--- config.mk ---
export PLATFORM = sky130hd
export DESIGN_NAME = trht_cell
export DESIGN_NICKNAME = d
export VERILOG_FILES = /design/src/hw/rtl/trht_pkg.sv /design/src/hw/rtl/trht_cell.sv
export SDC_FILE = /design/constraint.sdc
export NUM_CORES = 1
export LEC_CHECK = 0
export BUFFER_PORTS_ARGS = -buffer_cell sky130_fd_sc_hd__buf_2
export CAP_MARGIN = 20
export CORE_AREA = 2 2 116 118
export CTS_CLUSTER_SIZE = 25
export DETAILED_ROUTE_END_ITERATION = 8
export DIE_AREA = 0 0 118 120
export PLACE_DENSITY_LB_ADDON = 0.05
export SYNTH_ARGS = -nofsm -noshare
export SYNTH_HDL_FRONTEND = slang
export SYNTH_SLANG_ARGS = --single-unit
--- constraint.sdc ---
create_clock -name clk_i -period 3.7 [get_ports clk_i]
set_input_delay 0.74 -clock clk_i [delete_from_list [all_inputs] [get_ports clk_i]]
set_output_delay 0.74 -clock clk_i [all_outputs]
set_load 0.05 [all_outputs]
--- src/hw/rtl/trht_pkg.sv ---
// trht_pkg: operation codes, output width and the control word shared by
// the hit tester top level and its window cells
// no dependencies
`timescale 1ns / 1ps

package trht_pkg;

  // operation codes of an input word
  localparam logic [1:0] OP_CLEAR = 2'd0;
  localparam logic [1:0] OP_OPEN  = 2'd1;
  localparam logic [1:0] OP_QUERY = 2'd2;

  // width of the window number field
  localparam int unsigned OUT_NUM_W = 8;

  // chain-wide control, driven by the top level into every cell
  typedef struct packed {
    logic advance;  // query tokens step one cell down the chain
    logic shift;    // stored windows step one cell down the chain
    logic clear;    // every cell drops its window
  } trht_ctrl_t;

endpackage

--- src/hw/rtl/trht_cell.sv ---
// trht_cell: one window slot of the hit tester chain plus one query token stage
// depends on trht_pkg (control word)
`timescale 1ns / 1ps

module trht_cell #(
  parameter int unsigned COORD_BITS = 20,
  parameter int unsigned NUM_W      = 8
) (
  input  logic                  clk_i,
  input  logic                  rst_ni,
  input  trht_pkg::trht_ctrl_t  ctrl_i,
  // window from the newer neighbour
  input  logic                  win_valid_i,
  input  logic [NUM_W-1:0]      win_num_i,
  input  logic [COORD_BITS-1:0] win_top_i,
  input  logic [COORD_BITS-1:0] win_left_i,
  input  logic [COORD_BITS-1:0] win_bottom_i,
  input  logic [COORD_BITS-1:0] win_right_i,
  // window held here, towards the older neighbour
  output logic                  win_valid_o,
  output logic [NUM_W-1:0]      win_num_o,
  output logic [COORD_BITS-1:0] win_top_o,
  output logic [COORD_BITS-1:0] win_left_o,
  output logic [COORD_BITS-1:0] win_bottom_o,
  output logic [COORD_BITS-1:0] win_right_o,
  // query token from the newer neighbour
  input  logic                  tok_valid_i,
  input  logic                  tok_found_i,
  input  logic [NUM_W-1:0]      tok_num_i,
  input  logic [COORD_BITS-1:0] tok_row_i,
  input  logic [COORD_BITS-1:0] tok_col_i,
  // token held here after the compare with this cell's window
  output logic                  tok_valid_o,
  output logic                  tok_found_o,
  output logic [NUM_W-1:0]      tok_num_o,
  output logic [COORD_BITS-1:0] tok_row_o,
  output logic [COORD_BITS-1:0] tok_col_o
);

  logic                  win_valid_q;
  logic [NUM_W-1:0]      win_num_q;
  logic [COORD_BITS-1:0] win_top_q, win_left_q, win_bottom_q, win_right_q;
  logic                  tok_valid_q, tok_found_q;
  logic [NUM_W-1:0]      tok_num_q;
  logic [COORD_BITS-1:0] tok_row_q, tok_col_q;
  logic                  hit;

  // window valid bit, emptied by a clear
  always_ff @(posedge clk_i or negedge rst_ni) begin
    if (!rst_ni) begin
      win_valid_q <= 1'b0;
    end else if (ctrl_i.clear) begin
      win_valid_q <= 1'b0;
    end else if (ctrl_i.shift) begin
      win_valid_q <= win_valid_i;
    end
  end

  // window payload
  always_ff @(posedge clk_i) begin
    if (ctrl_i.shift) begin
      win_num_q    <= win_num_i;
      win_top_q    <= win_top_i;
      win_left_q   <= win_left_i;
      win_bottom_q <= win_bottom_i;
      win_right_q  <= win_right_i;
    end
  end

  // token valid
  always_ff @(posedge clk_i or negedge rst_ni) begin
    if (!rst_ni) begin
      tok_valid_q <= 1'b0;
    end else if (ctrl_i.advance) begin
      tok_valid_q <= tok_valid_i;
    end
  end

  // token payload
  always_ff @(posedge clk_i) begin
    if (ctrl_i.advance) begin
      tok_found_q <= tok_found_i;
      tok_num_q   <= tok_num_i;
      tok_row_q   <= tok_row_i;
      tok_col_q   <= tok_col_i;
    end
  end

  // containment test against the window held here
  assign hit = win_valid_q
             && (tok_row_q >= win_top_q)  && (tok_row_q <= win_bottom_q)
             && (tok_col_q >= win_left_q) && (tok_col_q <= win_right_q);

  // first hit along the chain is the topmost window
  assign tok_valid_o = tok_valid_q;
  assign tok_found_o = tok_found_q | hit;
  assign tok_num_o   = tok_found_q ? tok_num_q : (hit ? win_num_q : '0);
  assign tok_row_o   = tok_row_q;
  assign tok_col_o   = tok_col_q;

  assign win_valid_o  = win_valid_q;
  assign win_num_o    = win_num_q;
  assign win_top_o    = win_top_q;
  assign win_left_o   = win_left_q;
  assign win_bottom_o = win_bottom_q;
  assign win_right_o  = win_right_q;

endmodule

Yosys cells after proc, flatten, opt, wreduce, memory -nomap -nowiden --
Cells that the tools add are included.
Storage, ports and cells: bits in registers 139, input bits 144, output and inout port bits 139, logic and storage cells 25
Operators by class: $lt $le $gt $ge 4, muxes and demuxes 4, bitwise gates (word level) 1, reductions and logical operators 5
Operator list (number):
- $ge A20 B20 Y1 | 2
- $le A20 B20 Y1 | 2
- $mux W8 | 2
- $logic_and A1 B1 Y1 | 4
- $mux W1 | 2
- $reduce_bool A2 Y1 | 1
- $or A1 B1 Y1 | 1

Depth between registers and ports, before layout --
depth after elaboration 7, gate-level depth with buffers 8, gate-level depth less buffers 8

Worst setup path after synthesis --
Ideal clock, no wire load.
path kind register -> output, start point register win_bottom_q[18] (netlist: win_bottom_o[18]), end point output tok_num_o[0], arrival 3.031 ns, required time 2.960 ns, slack -0.071 ns, cell stages (with the launch flop) 9, path buffers 0, cells stage by stage edfxtp_1 inv_1 ha_1 a21oi_1 nand2_1 a221o_1 nor4b_2 o21ai_2 o41ai_2
On the way: cells in the longest elaborated chain, start to end 6
Ends and longest elaborated chain:
- start, declared | line trht_cell.sv:42 | logic [COORD_BITS-1:0] win_top_q, win_left_q, win_bottom_q, win_right_q;
- start signal, assigned | line trht_cell.sv:65 | win_bottom_q <= win_bottom_i;
- $le A20 B20 Y1 | line trht_cell.sv:91 | && (tok_row_q >= win_top_q) && (tok_row_q <= win_bottom_q)
- $logic_and A1 B1 Y1 | line trht_cell.sv:91
- $logic_and A1 B1 Y1 (2 in a row) | line trht_cell.sv:92 | && (tok_col_q >= win_left_q) && (tok_col_q <= win_right_q);
- $mux W8 (2 in a row) | line trht_cell.sv:97 | assign tok_num_o = tok_found_q ? tok_num_q : (hit ? win_num_q : '0);
- end, declared | line trht_cell.sv:35 | output logic [NUM_W-1:0] tok_num_o,
No other way between the ends.

Worst setup path in the final report --
start point register tok_row_q[18] (netlist: tok_row_o[18]), end point output tok_num_o[1]
On the way: cells in the longest elaborated chain, start to end 7
Ends and longest elaborated chain:
- start, declared | line trht_cell.sv:45 | logic [COORD_BITS-1:0] tok_row_q, tok_col_q;
- start signal, assigned | line trht_cell.sv:84 | tok_row_q <= tok_row_i;
- $ge A20 B20 Y1 | line trht_cell.sv:91
- $logic_and A1 B1 Y1 | line trht_cell.sv:91
- $logic_and A1 B1 Y1 (*) | line trht_cell.sv:91
- $logic_and A1 B1 Y1 (*) (2 in a row) | line trht_cell.sv:92
- $mux W8 (*) (2 in a row) | line trht_cell.sv:97
Mark *: on every way between the ends. The rest lies on a longest branch, timed or not.

==> impl_results.md <==
* Status: complete, no violations
* GRT Residual Overflow at 0
* Layout cells sized above 1 at 0.464
* CP Capture Type: output port
* Post-synth EDFFs at 137
* Critical path type: flop to output port
* Synth cell types at 39
* Die area at 14200 µm²
* Final setup TNS at 0 ps
* Core ar. at 13000 µm²
* Root Buffer: clkbuf_16
* DR pass1 iterations at 4
* Startpoint types: flop
* Power Dens Cells at 533 nW/µm²
* Slowest stage delay, CP at 420 ps
* Sw Ratio at 0.307
* Ys flop type: edfxtp_1
* Die height at 120 µm
* P_int at 3.32 mW
* Number of max-cap violations at 0
* Worst min-delay path class: primary input to asynchronous set/reset pin
* Pin count of the biggest net entering global routing at 60
* Peak supply drop at 0.370 mV
* Nets@finish at 985
* Max Clk Rate at 271 MHz
* Sequential share of power at 0.409
* WL final at 16700 µm
* Slew Limit Headroom at 0.480
* Reported leakage power at 4.31 nW
* Comb power frac at 0.227
* Syn Nets at 669
* Fillers at 1004
* Crit path arrival time at 2950 ps
* Global-route wire length before repair at 24600 µm
* Sequence of cells on the critical path: buf_6, ha_4, a21oi_2, nand2_1, a221o_1, nor4b_4, buf_4, o21ai_4, o41ai_2, buf_4
* Clock Latency Late Sink at 420 ps
* CTS tree: yes
* Seq. cell area at 4160 µm²
* CP dominant cell by count: buf_4
* Final Cycle Share at 0.998
* Antenna-violating nets left at 0
* Endpoints failing hold at 0
* Final slew viol count at 0
* PortBufs at 282
* Routed length per placed instance at 17.5 µm
* Crit path required time at 2960 ps
* Hold_ws at 93.9 ps
* Slew @ Worst Pin at 780 ps
* Total power at 4.79 mW
* Final setup violation count at 0
* Starting DRT DRC Count at 233
* GP Congestion at 0.815
* Post-route DRC at 0
* Global Route Usage Sum at 0.230
* Area grow syn2layout at 39.5%
* Syn_area_per_cell at 14.5 µm²
* Post-Syn Area at 6430 µm²
* CP max stage cell: a221o_1
* Vias in the first global route at 5044
* Area of the multi-input gates at 2090 µm²
* Starting Density at 0.496
* Inst Count DP at 904
* Initial antenna violation count at 3
* Clk buf depth at 2
* Clock Power Share at 0.364
* Psw at 1.47 mW
* Clk sinks at 139
* Reg clk slew, reported paths at 60 ps
* FP Rows at 42
* Unrepaired setup endpoints after global routing: yes
* CTS Buf Count at 17
* H-Tree Depth at 4
* Vias per cell at 5.00
* Post-Synthesis Cells at 445
* Post-Route Skew at 0 ps
* CP max FO at 5
* Die extent in x at 118 µm
* Register area share after synthesis at 0.647
* DPL Wire Length at 12300 µm
* #FFs+latches synth at 139
* Final Critical Period at 3690 ps
* Share of synthesized flip-flops with an asynchronous set or reset at 0.0144
* Final non-filler cell total at 953
* Boundary Pins at 283
* Synth warn at 0
* Via count at 4762
-- routing by layer --
metal  vias up  track usage  routed length, µm  share of wire
li1       2279            -                  -              -
met1      2263        0.244               6200           0.37
met2       192        0.411               8830           0.53
met3        28       0.0860               1240          0.074
met4         0       0.0934                384          0.023
met5         -            0                  0              0
-- sequential cells by signal, summed over array words and instances (netlist names) --
register / count
win_left_o: 20
win_num_o: 8
win_bottom_o: 20
win_top_o: 20
win_right_o: 20
tok_num_q: 8
tok_col_o: 20
tok_row_o: 20
tok_valid_o: 1
win_valid_o: 1
tok_found_q: 1
-- final timing paths --
path                                            to               startpoint  depth (start not counted)  slack (ps)
max                                   tok_num_o[1]  tok_row_o[18]$_DFFE_PP_                         10           7
min                        win_valid_o$_DFFE_PN0P_                   rst_ni                          1          90
max reg2reg                tok_valid_o$_DFFE_PN0P_  tok_valid_o$_DFFE_PN0P_                          1        2920
min reg2reg                tok_valid_o$_DFFE_PN0P_  tok_valid_o$_DFFE_PN0P_                          1         560
max in group asynchronous  tok_valid_o$_DFFE_PN0P_                   rst_ni                          1        3510
min in group clk_i         win_valid_o$_DFFE_PN0P_                ctrl_i[0]                          2         460
-- power by group through the flow --
stage               Combinational, mW  Sequential [mW]  Clock [mW]
finish                           1.09             1.96        1.74
CTS                              1.02             1.96        1.77
global placement                0.983             1.98           0
floorplan                       0.297             2.37           0
global route                     1.16             1.97        1.83
detailed placement               1.00             1.99           0
-- layout make-up --
cell class	instances	area share
clock inverters	14	0.0198
clock buffers	18	0.0478
multi-input cells	216	0.233
diodes	3	0.000836
repair buffers	297	0.173
flip-flops and latches	139	0.464
inverters	90	0.0376
well taps	176	0.0245
-- cells in the final DEF, fill, tap and decap left out, types with 2 or more instances in the layout --
cell type   netlist  layout
a21o_1           12      12
a21oi_1          25      23
a21oi_2           1       3
a221o_1           2       2
buf_2             0     273
buf_4             0      21
bufinv_16         0       4
clkbuf_16         0      17
clkbuf_4          0       2
clkinv_1          0       3
clkinv_2          0       3
clkinvlp_4        0       3
dfrtp_1           2       2
diode_2           0       3
edfxtp_1        137     137
ha_1             80      77
ha_4              0       3
inv_1            90      90
nand2_1          20      19
nand3_1           8       7
nand4_1          14      14
nor2_1            7       6
nor2b_1           3       3
nor4b_4           0       2
o211ai_1          3       3
o21ai_0           5       4
o22ai_4           1       3
o41ai_2           8       8
-- metrics by stage --
stage	area, µm²	utilization	worst slack [ps]
floorplan	6430	-	-71.0
global placement	8080	0.623	467
detailed placement	8080	0.623	383
CTS	8730	0.673	2.80
global route	8980	0.692	-85.7
finish	8980	0.692	6.53
-- cells by family (layout without fill, tap and decap cells) --
family,count (synthesis),after routing,share of synthesized area
flip-flops,139,139,0.647
buffers and inverters,92,419,0.0537
adder cells (fa/ha/maj),80,80,0.156
AO/OA/AOI/OAI,69,71,0.0865
AND/OR/NAND/NOR,62,62,0.0523
multiplexers,3,3,0.00486
other,0,3,0
-- synth_stat cells (5+ instances only) --
| cell | instances | area [µm²] |
|---|---|---|
| nand3_1 | 8 | 40.0 |
| nand4_1 | 14 | 87.6 |
| nor2_1 | 7 | 26.3 |
| ha_1 | 80 | 1000 |
| a21o_1 | 12 | 90.1 |
| a21oi_1 | 25 | 125 |
| inv_1 | 90 | 338 |
| o41ai_2 | 8 | 130 |
| edfxtp_1 | 137 | 4110 |
| o21ai_0 | 5 | 25.0 |
| nand2_1 | 20 | 75.1 |
-- critical path, delay by kind of cell (launching register included) --
kind,cells,cell delay [ps]
flip-flops,1,410
AO/OA/AOI/OAI,4,1000
adder cells (fa/ha/maj),1,220
buffers and inverters,3,590
AND/OR/NAND/NOR,2,310
-- repair_timing --
action                     CTS  global route
resized for setup            8            27
hold buffers                 0             0
cloned                       0             2
setup endpoints to repair    8             8
pin swaps                    0            10
buffers inserted             0            12
Note: power is estimated with default switching activity, not from simulation.
